### config.mk
export PLATFORM = sky130hd
export DESIGN_NAME = charge_current_plateau_detector_unit
export DESIGN_NICKNAME = d
export VERILOG_FILES = /design/src/rtl/core/ccpd_pkg.sv /design/src/rtl/core/charge_current_plateau_detector_unit.sv
export VERILOG_INCLUDE_DIRS = /design/src /design/src/rtl/core
export SDC_FILE = /design/constraint.sdc
export NUM_CORES = 1
export LEC_CHECK = 0
export BUFFER_PORTS_ARGS = -buffer_cell sky130_fd_sc_hd__buf_2
export CORE_MARGIN = 10
export CORE_UTILIZATION = 45
export DETAILED_ROUTE_END_ITERATION = 10
export SETUP_SLACK_MARGIN = 0.4
export SLEW_MARGIN = 20
export SYNTH_ARGS = -nofsm -noshare
export SYNTH_HDL_FRONTEND = slang
export SYNTH_SLANG_ARGS = --single-unit
### constraint.sdc
create_clock -name i_clk -period 22.4 [get_ports i_clk]
set_clock_uncertainty 0.2 [all_clocks]
set_input_delay 1.12 -clock i_clk [delete_from_list [all_inputs] [get_ports i_clk]]
set_output_delay 1.12 -clock i_clk [all_outputs]
set_load 0.01 [all_outputs]
### src/rtl/core/charge_current_plateau_detector_unit_defines.svh
// Assertion macros shared by the plateau detector RTL.
`ifndef CHARGE_CURRENT_PLATEAU_DETECTOR_UNIT_DEFINES_SVH
`define CHARGE_CURRENT_PLATEAU_DETECTOR_UNIT_DEFINES_SVH

`ifndef SYNTH

// Same-cycle implication, checked outside reset.
`define CCPD_ASSERT_IMPL(label, clk, rst_n, ante, cons) \
    label: assert property (@(posedge clk) disable iff (!(rst_n)) (ante) |-> (cons)) \
        else $error("ccpd assertion failed: same-cycle implication");

// Next-cycle implication, checked outside reset.
`define CCPD_ASSERT_NEXT(label, clk, rst_n, ante, cons) \
    label: assert property (@(posedge clk) disable iff (!(rst_n)) (ante) |=> (cons)) \
        else $error("ccpd assertion failed: next-cycle implication");

`else

`define CCPD_ASSERT_IMPL(label, clk, rst_n, ante, cons)
`define CCPD_ASSERT_NEXT(label, clk, rst_n, ante, cons)

`endif

`endif

### src/rtl/core/ccpd_pkg.sv
// Shared constants for the charge current plateau detector.
package ccpd_pkg;

    // parameter defaults
    localparam int DEF_FILTER_SHIFT = 8;
    localparam int DEF_SAMPLE_WIDTH = 24;
    localparam int DEF_COUNT_WIDTH  = 16;

    // fixed field widths
    localparam int CLAMP_W   = 15;
    localparam int WIN_W     = 10;
    localparam int HOLD_W    = 16;
    localparam int VOLT_W    = 16;
    localparam int SLOPE_W   = 16;
    localparam int SETTLED_W = 16;

    // configuration port
    localparam int CFG_ADDR_W = 2;
    localparam int CFG_DATA_W = 16;

    localparam logic [CFG_ADDR_W-1:0] REG_CLAMP_LIMIT   = 2'd0;
    localparam logic [CFG_ADDR_W-1:0] REG_SETTLE_WINDOW = 2'd1;
    localparam logic [CFG_ADDR_W-1:0] REG_HOLD_COUNT    = 2'd2;
    localparam logic [CFG_ADDR_W-1:0] REG_FULL_VOLTAGE  = 2'd3;

    localparam logic [CLAMP_W-1:0] RST_CLAMP_LIMIT   = 15'd2000;
    localparam logic [WIN_W-1:0]   RST_SETTLE_WINDOW = 10'd5;
    localparam logic [HOLD_W-1:0]  RST_HOLD_COUNT    = 16'd1200;
    localparam logic [VOLT_W-1:0]  RST_FULL_VOLTAGE  = 16'd28800;

    // operation codes carried on tuser
    localparam logic OP_SAMPLE = 1'b0;
    localparam logic OP_CLEAR  = 1'b1;

endpackage

### src/rtl/core/charge_current_plateau_detector_unit.sv
// Charge current plateau detector: slope filter, settle counter and full-charge flag.
// Output: a result appears on the master side the cycle after its input transfer.
// Throughput: one item per cycle when not stalled; the whole step is one combinational
//   pass from the state registers and the input beat into the state and result registers.
// Back-pressure: the result register frees as it is taken, so a new transfer is
//   accepted in the same cycle the previous result leaves.
// Reset (i_rst_n low, synchronous): filter state and counter clear, registers load defaults.
`include "charge_current_plateau_detector_unit_defines.svh"

module charge_current_plateau_detector_unit
    import ccpd_pkg::*;
#(
    parameter int FILTER_SHIFT = DEF_FILTER_SHIFT,
    parameter int SAMPLE_WIDTH = DEF_SAMPLE_WIDTH,
    parameter int COUNT_WIDTH  = DEF_COUNT_WIDTH,
    localparam int IN_TDATA_W  = ((SAMPLE_WIDTH + VOLT_W + 7) / 8) * 8,
    localparam int OUT_TDATA_W = ((1 + SLOPE_W + SETTLED_W + 7) / 8) * 8
) (
    input  logic                   i_clk,
    input  logic                   i_rst_n,

    // sample stream
    input  logic                   s_axis_tvalid,
    output logic                   s_axis_tready,
    input  logic [IN_TDATA_W-1:0]  s_axis_tdata,   // current_sample, voltage_mv, zero pad
    input  logic [0:0]             s_axis_tuser,   // operation

    // result stream
    output logic                   m_axis_tvalid,
    input  logic                   m_axis_tready,
    output logic [OUT_TDATA_W-1:0] m_axis_tdata,   // full_charge, filtered_slope,
                                                   // settled_count, zero pad

    // configuration writes
    input  logic                   i_cfg_we,
    input  logic [CFG_ADDR_W-1:0]  i_cfg_addr,
    input  logic [CFG_DATA_W-1:0]  i_cfg_wdata
);

    // Accumulator settles near (2^FILTER_SHIFT - 1) * clamp, plus sign and margin.
    localparam int ACC_W  = CLAMP_W + FILTER_SHIFT + 2;
    localparam int SUM_W  = ACC_W + 1;
    localparam int DIFF_W = SAMPLE_WIDTH + 1;
    localparam int CLP_W  = CLAMP_W + 1;          // clamped difference, signed
    localparam int CNT_XW = (COUNT_WIDTH > SETTLED_W) ? COUNT_WIDTH : SETTLED_W;
    localparam int PAD_W  = OUT_TDATA_W - (1 + SLOPE_W + SETTLED_W);

    // configuration registers
    logic [CLAMP_W-1:0] r_clamp_limit;
    logic [WIN_W-1:0]   r_settle_window;
    logic [HOLD_W-1:0]  r_hold_count;
    logic [VOLT_W-1:0]  r_full_voltage;

    // detector state
    logic signed [SAMPLE_WIDTH-1:0] r_prev, n_prev;
    logic signed [ACC_W-1:0]        r_acc,  n_acc;
    logic [COUNT_WIDTH-1:0]         r_cnt,  n_cnt;

    // result register
    logic                    r_out_valid;
    logic [OUT_TDATA_W-1:0]  r_out_data, n_out_data;

    logic in_xfer;
    logic is_clear;

    logic signed [SAMPLE_WIDTH-1:0] cur;
    logic [VOLT_W-1:0]              volt;
    logic signed [DIFF_W-1:0]       diff, lim_pos, lim_neg;
    logic signed [CLP_W-1:0]        diff_clp;
    logic signed [SUM_W-1:0]        sum, slope_full, slope_mag;
    logic                           settled;
    logic [CNT_XW-1:0]              cnt_x;
    logic                           full;

    // A free result slot lets the next transfer in, even while the old one drains.
    assign s_axis_tready = !r_out_valid || m_axis_tready;
    assign in_xfer       = s_axis_tvalid && s_axis_tready;
    assign is_clear      = (s_axis_tuser[0] == OP_CLEAR);

    assign cur  = $signed(s_axis_tdata[SAMPLE_WIDTH-1:0]);
    assign volt = s_axis_tdata[SAMPLE_WIDTH +: VOLT_W];

    always_comb begin
        // first difference against the stored sample
        diff    = DIFF_W'(cur) - DIFF_W'(r_prev);
        lim_pos = $signed(DIFF_W'({1'b0, r_clamp_limit}));
        lim_neg = -lim_pos;

        // limit to +/- clamp_limit; the result always fits CLP_W bits
        priority if (diff > lim_pos) begin
            diff_clp = CLP_W'(lim_pos);
        end else if (diff < lim_neg) begin
            diff_clp = CLP_W'(lim_neg);
        end else begin
            diff_clp = CLP_W'(diff);
        end

        // leaky filter: floor shift, state keeps the remainder of the leak
        sum        = SUM_W'(diff_clp) + SUM_W'(r_acc);
        slope_full = sum >>> FILTER_SHIFT;
        slope_mag  = slope_full[SUM_W-1] ? -slope_full : slope_full;
        settled    = (slope_mag <= $signed(SUM_W'({1'b0, r_settle_window})));

        // default: hold state
        n_prev = r_prev;
        n_acc  = r_acc;
        n_cnt  = r_cnt;

        if (is_clear) begin
            n_prev = '0;
            n_acc  = '0;
            n_cnt  = '0;
        end else begin
            n_prev = cur;
            n_acc  = ACC_W'(sum - slope_full);
            if (!settled) begin
                n_cnt = '0;
            end else if (r_cnt != {COUNT_WIDTH{1'b1}}) begin
                n_cnt = r_cnt + 1'b1;      // saturate at all ones
            end
        end

        cnt_x = CNT_XW'(n_cnt);
        full  = !is_clear && (volt >= r_full_voltage) && (cnt_x > CNT_XW'(r_hold_count));

        if (is_clear) begin
            n_out_data = '0;
        end else begin
            n_out_data = {{PAD_W{1'b0}}, cnt_x[SETTLED_W-1:0],
                          slope_full[SLOPE_W-1:0], full};
        end
    end

    // configuration port
    always_ff @(posedge i_clk) begin
        if (!i_rst_n) begin
            r_clamp_limit   <= RST_CLAMP_LIMIT;
            r_settle_window <= RST_SETTLE_WINDOW;
            r_hold_count    <= RST_HOLD_COUNT;
            r_full_voltage  <= RST_FULL_VOLTAGE;
        end else if (i_cfg_we) begin
            unique case (i_cfg_addr)
                REG_CLAMP_LIMIT:   r_clamp_limit   <= i_cfg_wdata[CLAMP_W-1:0];
                REG_SETTLE_WINDOW: r_settle_window <= i_cfg_wdata[WIN_W-1:0];
                REG_HOLD_COUNT:    r_hold_count    <= i_cfg_wdata[HOLD_W-1:0];
                REG_FULL_VOLTAGE:  r_full_voltage  <= i_cfg_wdata[VOLT_W-1:0];
            endcase
        end
    end

    // detector state, advanced once per input transfer
    always_ff @(posedge i_clk) begin
        if (!i_rst_n) begin
            r_prev <= '0;
            r_acc  <= '0;
            r_cnt  <= '0;
        end else if (in_xfer) begin
            r_prev <= n_prev;
            r_acc  <= n_acc;
            r_cnt  <= n_cnt;
        end
    end

    // result slot
    always_ff @(posedge i_clk) begin
        if (!i_rst_n) begin
            r_out_valid <= 1'b0;
        end else if (in_xfer) begin
            r_out_valid <= 1'b1;
        end else if (m_axis_tready) begin
            r_out_valid <= 1'b0;
        end
    end

    always_ff @(posedge i_clk) begin
        if (in_xfer) begin
            r_out_data <= n_out_data;
        end
    end

    assign m_axis_tvalid = r_out_valid;
    assign m_axis_tdata  = r_out_data;

    // checks
    `CCPD_ASSERT_NEXT(a_clear_zeroes_state, i_clk, i_rst_n, in_xfer && is_clear, (r_prev == '0) && (r_acc == '0) && (r_cnt == '0))
    `CCPD_ASSERT_NEXT(a_clear_zeroes_result, i_clk, i_rst_n, in_xfer && is_clear, m_axis_tvalid && (m_axis_tdata == '0))
    `CCPD_ASSERT_IMPL(a_ready_when_slot_free, i_clk, i_rst_n, !m_axis_tvalid, s_axis_tready)
    `CCPD_ASSERT_IMPL(a_full_needs_count, i_clk, i_rst_n, m_axis_tvalid && m_axis_tdata[0], r_cnt != '0)

endmodule

==> summary.txt, run 1 <==
GRT
  – First-pass GRT wire length: roughly 61000 um
  – GRT Resource Usage Total: about 20%
  – Via count of the first global-routing pass: 11753
  – Number of antenna violations at the first check in global routing: 0
  – Maximum number of pins on one net before global-route repair: 55
  – Overflow left after global routing: 0

Route
  – Overall via count from detail_route: approximately 12000
  – First drt pass iteration count: 5
  – Final Routed Wirelength: between 30000 and 40000 um
  – Final routed DRC violation total: 0
  – Via count normalized by instance count: between 5 and 6
  – Wire per inst: approximately 18 um
  – Routed Antenna Nets: 0
  – Iteration-0 DRC Markers: 791

Synth
  – Complex-gate fraction of the synthesized area: approximately a quarter
  – Post-Syn Instances: ~1700
  – Most used flip-flop cell after synthesis: dfxtp_1
  – Count of cell types in the netlist: between 90 and 100
  – Register bit total from synthesis: ~160
  – Combinational family with the most area after synthesis: compound AO/OA/AOI/OAI gates
  – Async set or reset register ratio after synthesis: 0%
  – Mapped Area: between 10000 and 15000 um^2
  – Area fraction in and, or, nand and nor cells after synthesis: 20.9%
  – Adder and majority cell fraction of the synthesized area: 15.5%
  – Synthesis warning total: 0
  – Post-Synth XOR/XNOR Area: between 5 and 6%
  – Mux contribution to synthesized area: ~1.3%
  – Fraction of the yosys area taken by sequential cells: roughly a quarter
  – EDFF count, synth: 33
  – Post-synthesis average cell area: around 7.9 um^2

Critical path
  – R2r worst-path depth: 52
  – Setup Crit Path Kind: primary input to register
  – Delay contributed by the slowest stage of the critical path: just under 0.9 ns
  – Register-to-register setup slack: around 9.3 ns
  – R2R Path Start: r_clamp_limit[1]
  – Worst EP required: between 20 and 25 ns
  – Category of the worst setup path launch point: primary input
  – CP Capture Type: register
  – Arrival time at the worst endpoint: between 10 and 15 ns
  – CP max-delay cell: nor3_1
  – FF-to-FF End: m_axis_tdata[0]
  – Critical Path End: m_axis_tdata[0]
  – Maximum fanout count along the critical path: 42
  – Critical Path Start: s_axis_tdata[0]
  – Most used cell, CP: a21oi_1

Timing
  – Final critical-path share of the clock period: 59.9%
  – Final critical path time including I/O delays and setup: around 13 ns
  – Total count of max-transition violations in the final report: 0
  – Slew at the pin closest to its max-slew limit: between 1 and 1.5 ns
  – Worst-case headroom to the max-slew limit: 27.4%
  – Worst hold-check slack: around 0.25 ns
  – Setup TNS: 0 ns
  – Final hold violation count: 0
  – Fmax achieved: roughly 74 MHz
  – Unrepaired setup endpoints after global routing: false
  – Worst Setup Slack, final: between 8 and 9 ns
  – Final number of setup-violating endpoints: 0

Worst hold path
  – Classification of the worst-slack hold path: register to register

Pwr
  – Share of total power in combinational logic: 66.3%
  – Net switching power of the design: 0.906 mW
  – Cell Pwr Density: about 130 nW/um^2
  – Maximum VDD drop: just under 0.09 mV
  – Internal cell power: around 1.0 mW
  – Clk network pwr share: about 16%
  – Static leakage power: 6.05 nW
  – Switching Fraction: 47.4%
  – Sequential fraction of design power: 18.0%

Placed design
  – Post-placement setup slack: ~8.5 ns
  – Routability congestion estimate: just over 0.9
  – Post-DP HPWL: roughly 28000 um
  – Placed cell count: 2090
  – PortBufs: 98

Clocking
  – Clock Sink Count: approximately 160
  – Number of cells upsized or downsized after cts: 0
  – CTS H-tree lvls: 4
  – Buffers inserted by post-CTS timing repair: 0
  – CTS tree: done
  – CTS max path bufs: 2
  – Clock-pin slew reported for the worst setup and hold paths after clock tree synthesis: roughly 0.070 ns
  – Cts bufs inserted: 17
  – Buffer type at the clock tree root: clkbuf_16
  – Number of buffers added to fix hold violations after cts: 0
  – Source-to-sink clock delay at the later pin of the worst-skew pair: between 0.4 and 0.5 ns

Floorplanning
  – Number of rows in the core area: between 60 and 70
  – Initial core utilization: between 40 and 50%
  – Full die area: 36600 um^2
  – Die W: around 190 um
  – Floorplan die height: approximately 190 um
  – Core area: between 20000 and 30000 um^2
  – Num ports: roughly 110

Layout
  – Final #Nets: 1949
  – Synth-to-layout area growth: 10.2%
  – Non-filler instance count after layout: between 2000 and 2500
  – Ant diodes: 0
  – Share of cells above drive strength 1: approximately 11%

Run status
  – Result of the run: completed

Flow run
  – Number of maximum-capacitance constraint violations: 0
synth_stat cells, drive strengths merged (18+ instances only):
| cell type | instances | area, um^2 |
|---|---|---|
| nor2b | 22 | 138 |
| nor2 | 121 | 454 |
| nand3b | 24 | 180 |
| nand3 | 34 | 170 |
| nor3 | 42 | 220 |
| dfxtp | 123 | 2460 |
| o211ai | 32 | 250 |
| a21oi | 156 | 800 |
| buf | 23 | 129 |
| nand4 | 19 | 119 |
| o21a | 42 | 315 |
| ha | 157 | 1960 |
| xor2 | 23 | 209 |
| xnor2 | 61 | 561 |
| inv | 134 | 503 |
| edfxtp | 33 | 991 |
| a21o | 35 | 263 |
| o21ai | 63 | 323 |
| clkbuf | 56 | 211 |
| nand2 | 204 | 768 |
| nand2b | 18 | 113 |
flip-flops by register name, summed over array words and instances, names as in the netlist:
| signal | cells |
|---|---|
| r_prev | 24 |
| r_full_voltage | 16 |
| r_hold_count | 16 |
| r_clamp_limit | 15 |
| r_acc | 25 |
| m_axis_tvalid | 1 |
| m_axis_tdata | 33 |
| r_settle_window | 10 |
| r_cnt | 16 |
logic make-up after synthesis:
logic type	count (synthesis)
and+or+nand+nor	566
AOI/OAI and AO/OA	470
buffers and inverters	214
adders and majority gates	162
DFF	156
xor gates and xnor gates	84
muxes	17
other	1
routing by layer:
| metal | global-route usage (%) | share of wire [%] | vias up |
|---|---|---|---|
| met5 | 0 | 0 | - |
| met2 | 33.5 | 46 | 335 |
| li1 | - | - | 6105 |
| met4 | 6.46 | 2.1 | 0 |
| met3 | 3.44 | 6.5 | 50 |
| met1 | 26.5 | 45 | 5765 |
critical path: cells and delay by family:
family	cells	cell delay, ns
adders and majority gates	6	1.77
xor gates and xnor gates	2	0.35
AOI/OAI and AO/OA	32	5.88
buffers and inverters	5	0.98
and+or+nand+nor	13	3.27
metrics by stage:
step | power, mW | utilization, % | instance area, um^2
2_1_floorplan | 1.31 | - | 13200
3_3_place_gp | 1.58 | 48.4 | 14000
3_5_place_dp | 1.59 | 48.4 | 14000
4_1_cts | 1.90 | 50.5 | 14600
5_1_grt | 2.07 | 50.5 | 14600
6_report | 1.91 | 50.5 | 14600
area by class of cell:
| cell class | count | area [um^2] |
|---|---|---|
| fill | 2959 | 14300 |
| tap | 384 | 480 |
| timing repair buffer | 109 | 573 |
| clock buffer | 21 | 493 |
| sequential | 156 | 3450 |
| inverter | 135 | 507 |
| clock inverter | 11 | 103 |
| multi-input combinational | 1306 | 8960 |
cell usage in the layout, fill, tap and decap left out, types with 7 or more instances in the layout:
cell type  instances
xnor2_1           59
ha_1             157
mux2i_1           15
o211ai_1          30
or4_1              8
a21oi_1          151
a21o_1            35
clkbuf_16         19
nor4_1             9
a211oi_1          10
inv_1            127
a31o_2             9
nand3b_1          24
conb_1             7
xor2_1            22
nor2_1           121
o21a_1            41
and3_1            14
o21ai_1            8
a31oi_1           11
nand4_1           19
nand2_1          202
o21ai_0           53
edfxtp_1          33
buf_2             98
nand3_1           34
nor3_1            40
buf_4             11
dfxtp_1          123
nand2b_1          18
inv_2              7
a22oi_1           16
and2_1             7
or3_1             16
nor2b_1           22
a221oi_1          10
power by group through the flow:
stage	Combinational, mW	Sequential, mW	Clock (mW)
finish	1.27	0.344	0.299
CTS	1.25	0.343	0.304
detailed placement	1.24	0.349	0
global route	1.40	0.347	0.315
global placement	1.23	0.349	0
floorplan	0.959	0.347	0
how the worst min path moves through the flow:
stage	startpoint	endpoint	slack, ns	cells past startpoint
finish	r_prev[2]	r_prev[2]	0.25	2
global route	r_prev[8]	r_prev[8]	0.27	2
CTS	r_prev[3]	r_prev[3]	0.25	2
detailed placement	r_prev[3]	r_prev[3]	0.24	2
global placement	r_prev[2]	r_prev[2]	0.24	2
floorplan	r_prev[10]	r_prev[10]	0.23	2
Note: power is estimated with default switching activity, not from simulation.
==> inputs of run 2 (changes only) <==
clock period = 13.4 ns   (was 22.4 ns; I/O delays follow)
==> summary.txt, run 2 (same netlist as run 1, synthesis figures left out) <==
Run status
  – Result of the run: completed

Clocking
  – Number of buffers added to fix hold violations after cts: 0 (unchanged)
  – CTS tree: done
  – CTS max path bufs: 2 (unchanged)
  – Cts bufs inserted: 17 (unchanged)
  – Buffer type at the clock tree root: clkbuf_16
  – Clock Sink Count: 156 (unchanged)
  – Source-to-sink clock delay at the later pin of the worst-skew pair: 0.46 ns (+0.02 ns)
  – CTS H-tree lvls: 4 (unchanged)
  – Clock-pin slew reported for the worst setup and hold paths after clock tree synthesis: 0.07 ns (about the same)

Critical path
  – R2R Path Start: r_clamp_limit[0]
  – Delay contributed by the slowest stage of the critical path: 0.50 ns (-0.38 ns)
  – Worst EP required: 13.38 ns (-9.00 ns)
  – Critical Path Start: r_clamp_limit[0]
  – Setup Crit Path Kind: register to register
  – FF-to-FF End: m_axis_tdata[0]
  – CP Capture Type: register
  – Most used cell, CP: a21oi_1
  – CP max-delay cell: or4_1
  – Critical Path End: m_axis_tdata[0]
  – Category of the worst setup path launch point: register
  – Maximum fanout count along the critical path: 25 (-40%)
  – Arrival time at the worst endpoint: 12.09 ns (-1.31 ns)
  – R2r worst-path depth: 53 (+1.9%)
  – Register-to-register setup slack: 1.30 ns (-8.04 ns)

Flow run
  – Number of maximum-capacitance constraint violations: 0 (unchanged)

Layout
  – Final #Nets: 1968 (+0.97%)
  – Max reg flops: 33 (unchanged)
  – Non-filler instance count after layout: 2141 (+0.90%)
  – Top library cells by usage in the layout, fill and taps aside: 201 x nand2_1, 157 x ha_1, 149 x a21oi_1
  – Combined area of the multi-input logic cells: 9020 um^2 (+0.71%)
  – Ant diodes: 0 (unchanged)
  – Share of cells above drive strength 1: 13.0% (+1.6 points)
  – Most common library cell in the layout ignoring fill and taps: nand2_1
  – Number of filler cells placed in the layout: 2892 (-2.3%)
  – Area of all sequential standard cells: 3450 um^2 (unchanged)
  – Synth-to-layout area growth: 11.6%

Placed design
  – Routability congestion estimate: 0.948 (+4.0%)
  – Placed cell count: 2104 (+0.67%)
  – PortBufs: 98 (unchanged)
  – Post-DP HPWL: 30000 um (+5.4%)

Floorplanning
  – Full die area: 36600 um^2 (unchanged)
  – Num ports: 106 (unchanged)
  – Number of rows in the core area: 62 (unchanged)
  – Floorplan die height: 191 um (unchanged)
  – Die W: 191 um (unchanged)
  – Initial core utilization: 45.8% (unchanged)
  – Core area: 28900 um^2 (unchanged)

Timing
  – Slew at the pin closest to its max-slew limit: 0.995 ns (-0.0853 ns)
  – Worst hold-check slack: 0.252 ns (+0.000676 ns)
  – Unrepaired setup endpoints after global routing: false
  – Final critical-path share of the clock period: 90.3%
  – Final number of setup-violating endpoints: 0 (unchanged)
  – Fmax achieved: around 83 MHz
  – Final critical path time including I/O delays and setup: about 12 ns
  – Total count of max-transition violations in the final report: 0 (unchanged)
  – Setup TNS: 0 ns (unchanged)
  – Final hold violation count: 0 (unchanged)
  – Worst-case headroom to the max-slew limit: 33.5% (+6.0 points)

Pwr
  – Static leakage power: 6.14 nW (+1.6%)
  – Cell Pwr Density: 220 nW/um^2 (+68%)
  – Sum of internal, switching and leakage power: 3.25 mW (+70%)
  – Maximum VDD drop: 0.196 mV (+120%)

Route
  – Via count normalized by instance count: 5.76 (-0.34%)
  – Final routed DRC violation total: 0 (unchanged)
  – Overall via count from detail_route: 12323 (+0.55%)
  – Wire per inst: 18.3 um (+3.4%)
  – First drt pass iteration count: 7 (+2)
  – Final Routed Wirelength: 39300 um (+4.4%)
  – Iteration-0 DRC Markers: 733 (-7.3%)
  – Routed Antenna Nets: 0 (unchanged)

GRT
  – Maximum number of pins on one net before global-route repair: 61 (+11%)
  – Via count of the first global-routing pass: 11795 (+0.36%)
  – First-pass GRT wire length: 62700 um (+3.5%)
  – GRT Resource Usage Total: 21.3% (+0.99 points)
  – Number of antenna violations at the first check in global routing: 0 (unchanged)
  – Overflow left after global routing: 0 (unchanged)

Worst hold path
  – Classification of the worst-slack hold path: register to register
  – Hold_sp: r_prev[10]
## run 2: cell types whose count changed in the layout (fill, tap and decap cells not counted), sizes merged
cell and change:
inv +4, clkbuf -2, bufinv -1, buf +19, clkinvlp -1
## run 2: layer usage
metal	part of all wire (%)	track usage, %
met2	46	34.6
met4	1.9	6.64
met1	47	28.6
met3	5.2	3.15
met5	0	0
## run 2: worst max-delay path: cells and delay by family (launching register included)
kind	cells	cell delay, ns
mux	1	0.21
flops	1	0.38
compound gates	21	3.45
fa+ha+maj	8	2.06
simple gates	16	4.41
xor+xnor	2	0.31
buf+inv	5	0.78
## run 2: through the flow
step,util [%],area [um^2],setup slack [ns]
after floorplan,-,13200,1.54
after global placement,48.8,14100,0.653
after detailed placement,48.8,14100,0.478
after CTS,50.8,14700,0.610
after global routing,51.1,14800,0.422
final,51.1,14800,1.30
## run 2: power breakdown
group          switching (mW)  total, mW  internal (mW)  leakage (nW)
registers              0.0378      0.579          0.541          1.33
clock network           0.237      0.493          0.256         0.288
logic                    1.27       2.18          0.900          4.52
## run 2: final cells by class
class	count	area share (%)
well taps	384	3.26
clock buffers	19	3.07
inverters	135	3.43
multi-input cells	1306	61.1
clock inverters	13	0.856
repair buffers	128	4.85
flip-flops and latches	156	23.4
## run 2: worst min path at each step
stage / to / slack, ns / cells past startpoint
3_5_place_dp: r_prev[13] / 0.24 / 2
6_report: r_prev[10] / 0.25 / 2
5_1_grt: r_hold_count[15] / 0.27 / 3
3_3_place_gp: r_prev[3] / 0.24 / 2
2_1_floorplan: r_prev[10] / 0.23 / 2
4_1_cts: r_prev[13] / 0.25 / 2
## run 2: what timing repair did
item                                    in CTS  in global routing
buffers inserted                             0                  5
endpoints found under the hold margin        0                  0
gates resized for setup                      0                 14
endpoints found under the setup margin       0                  1
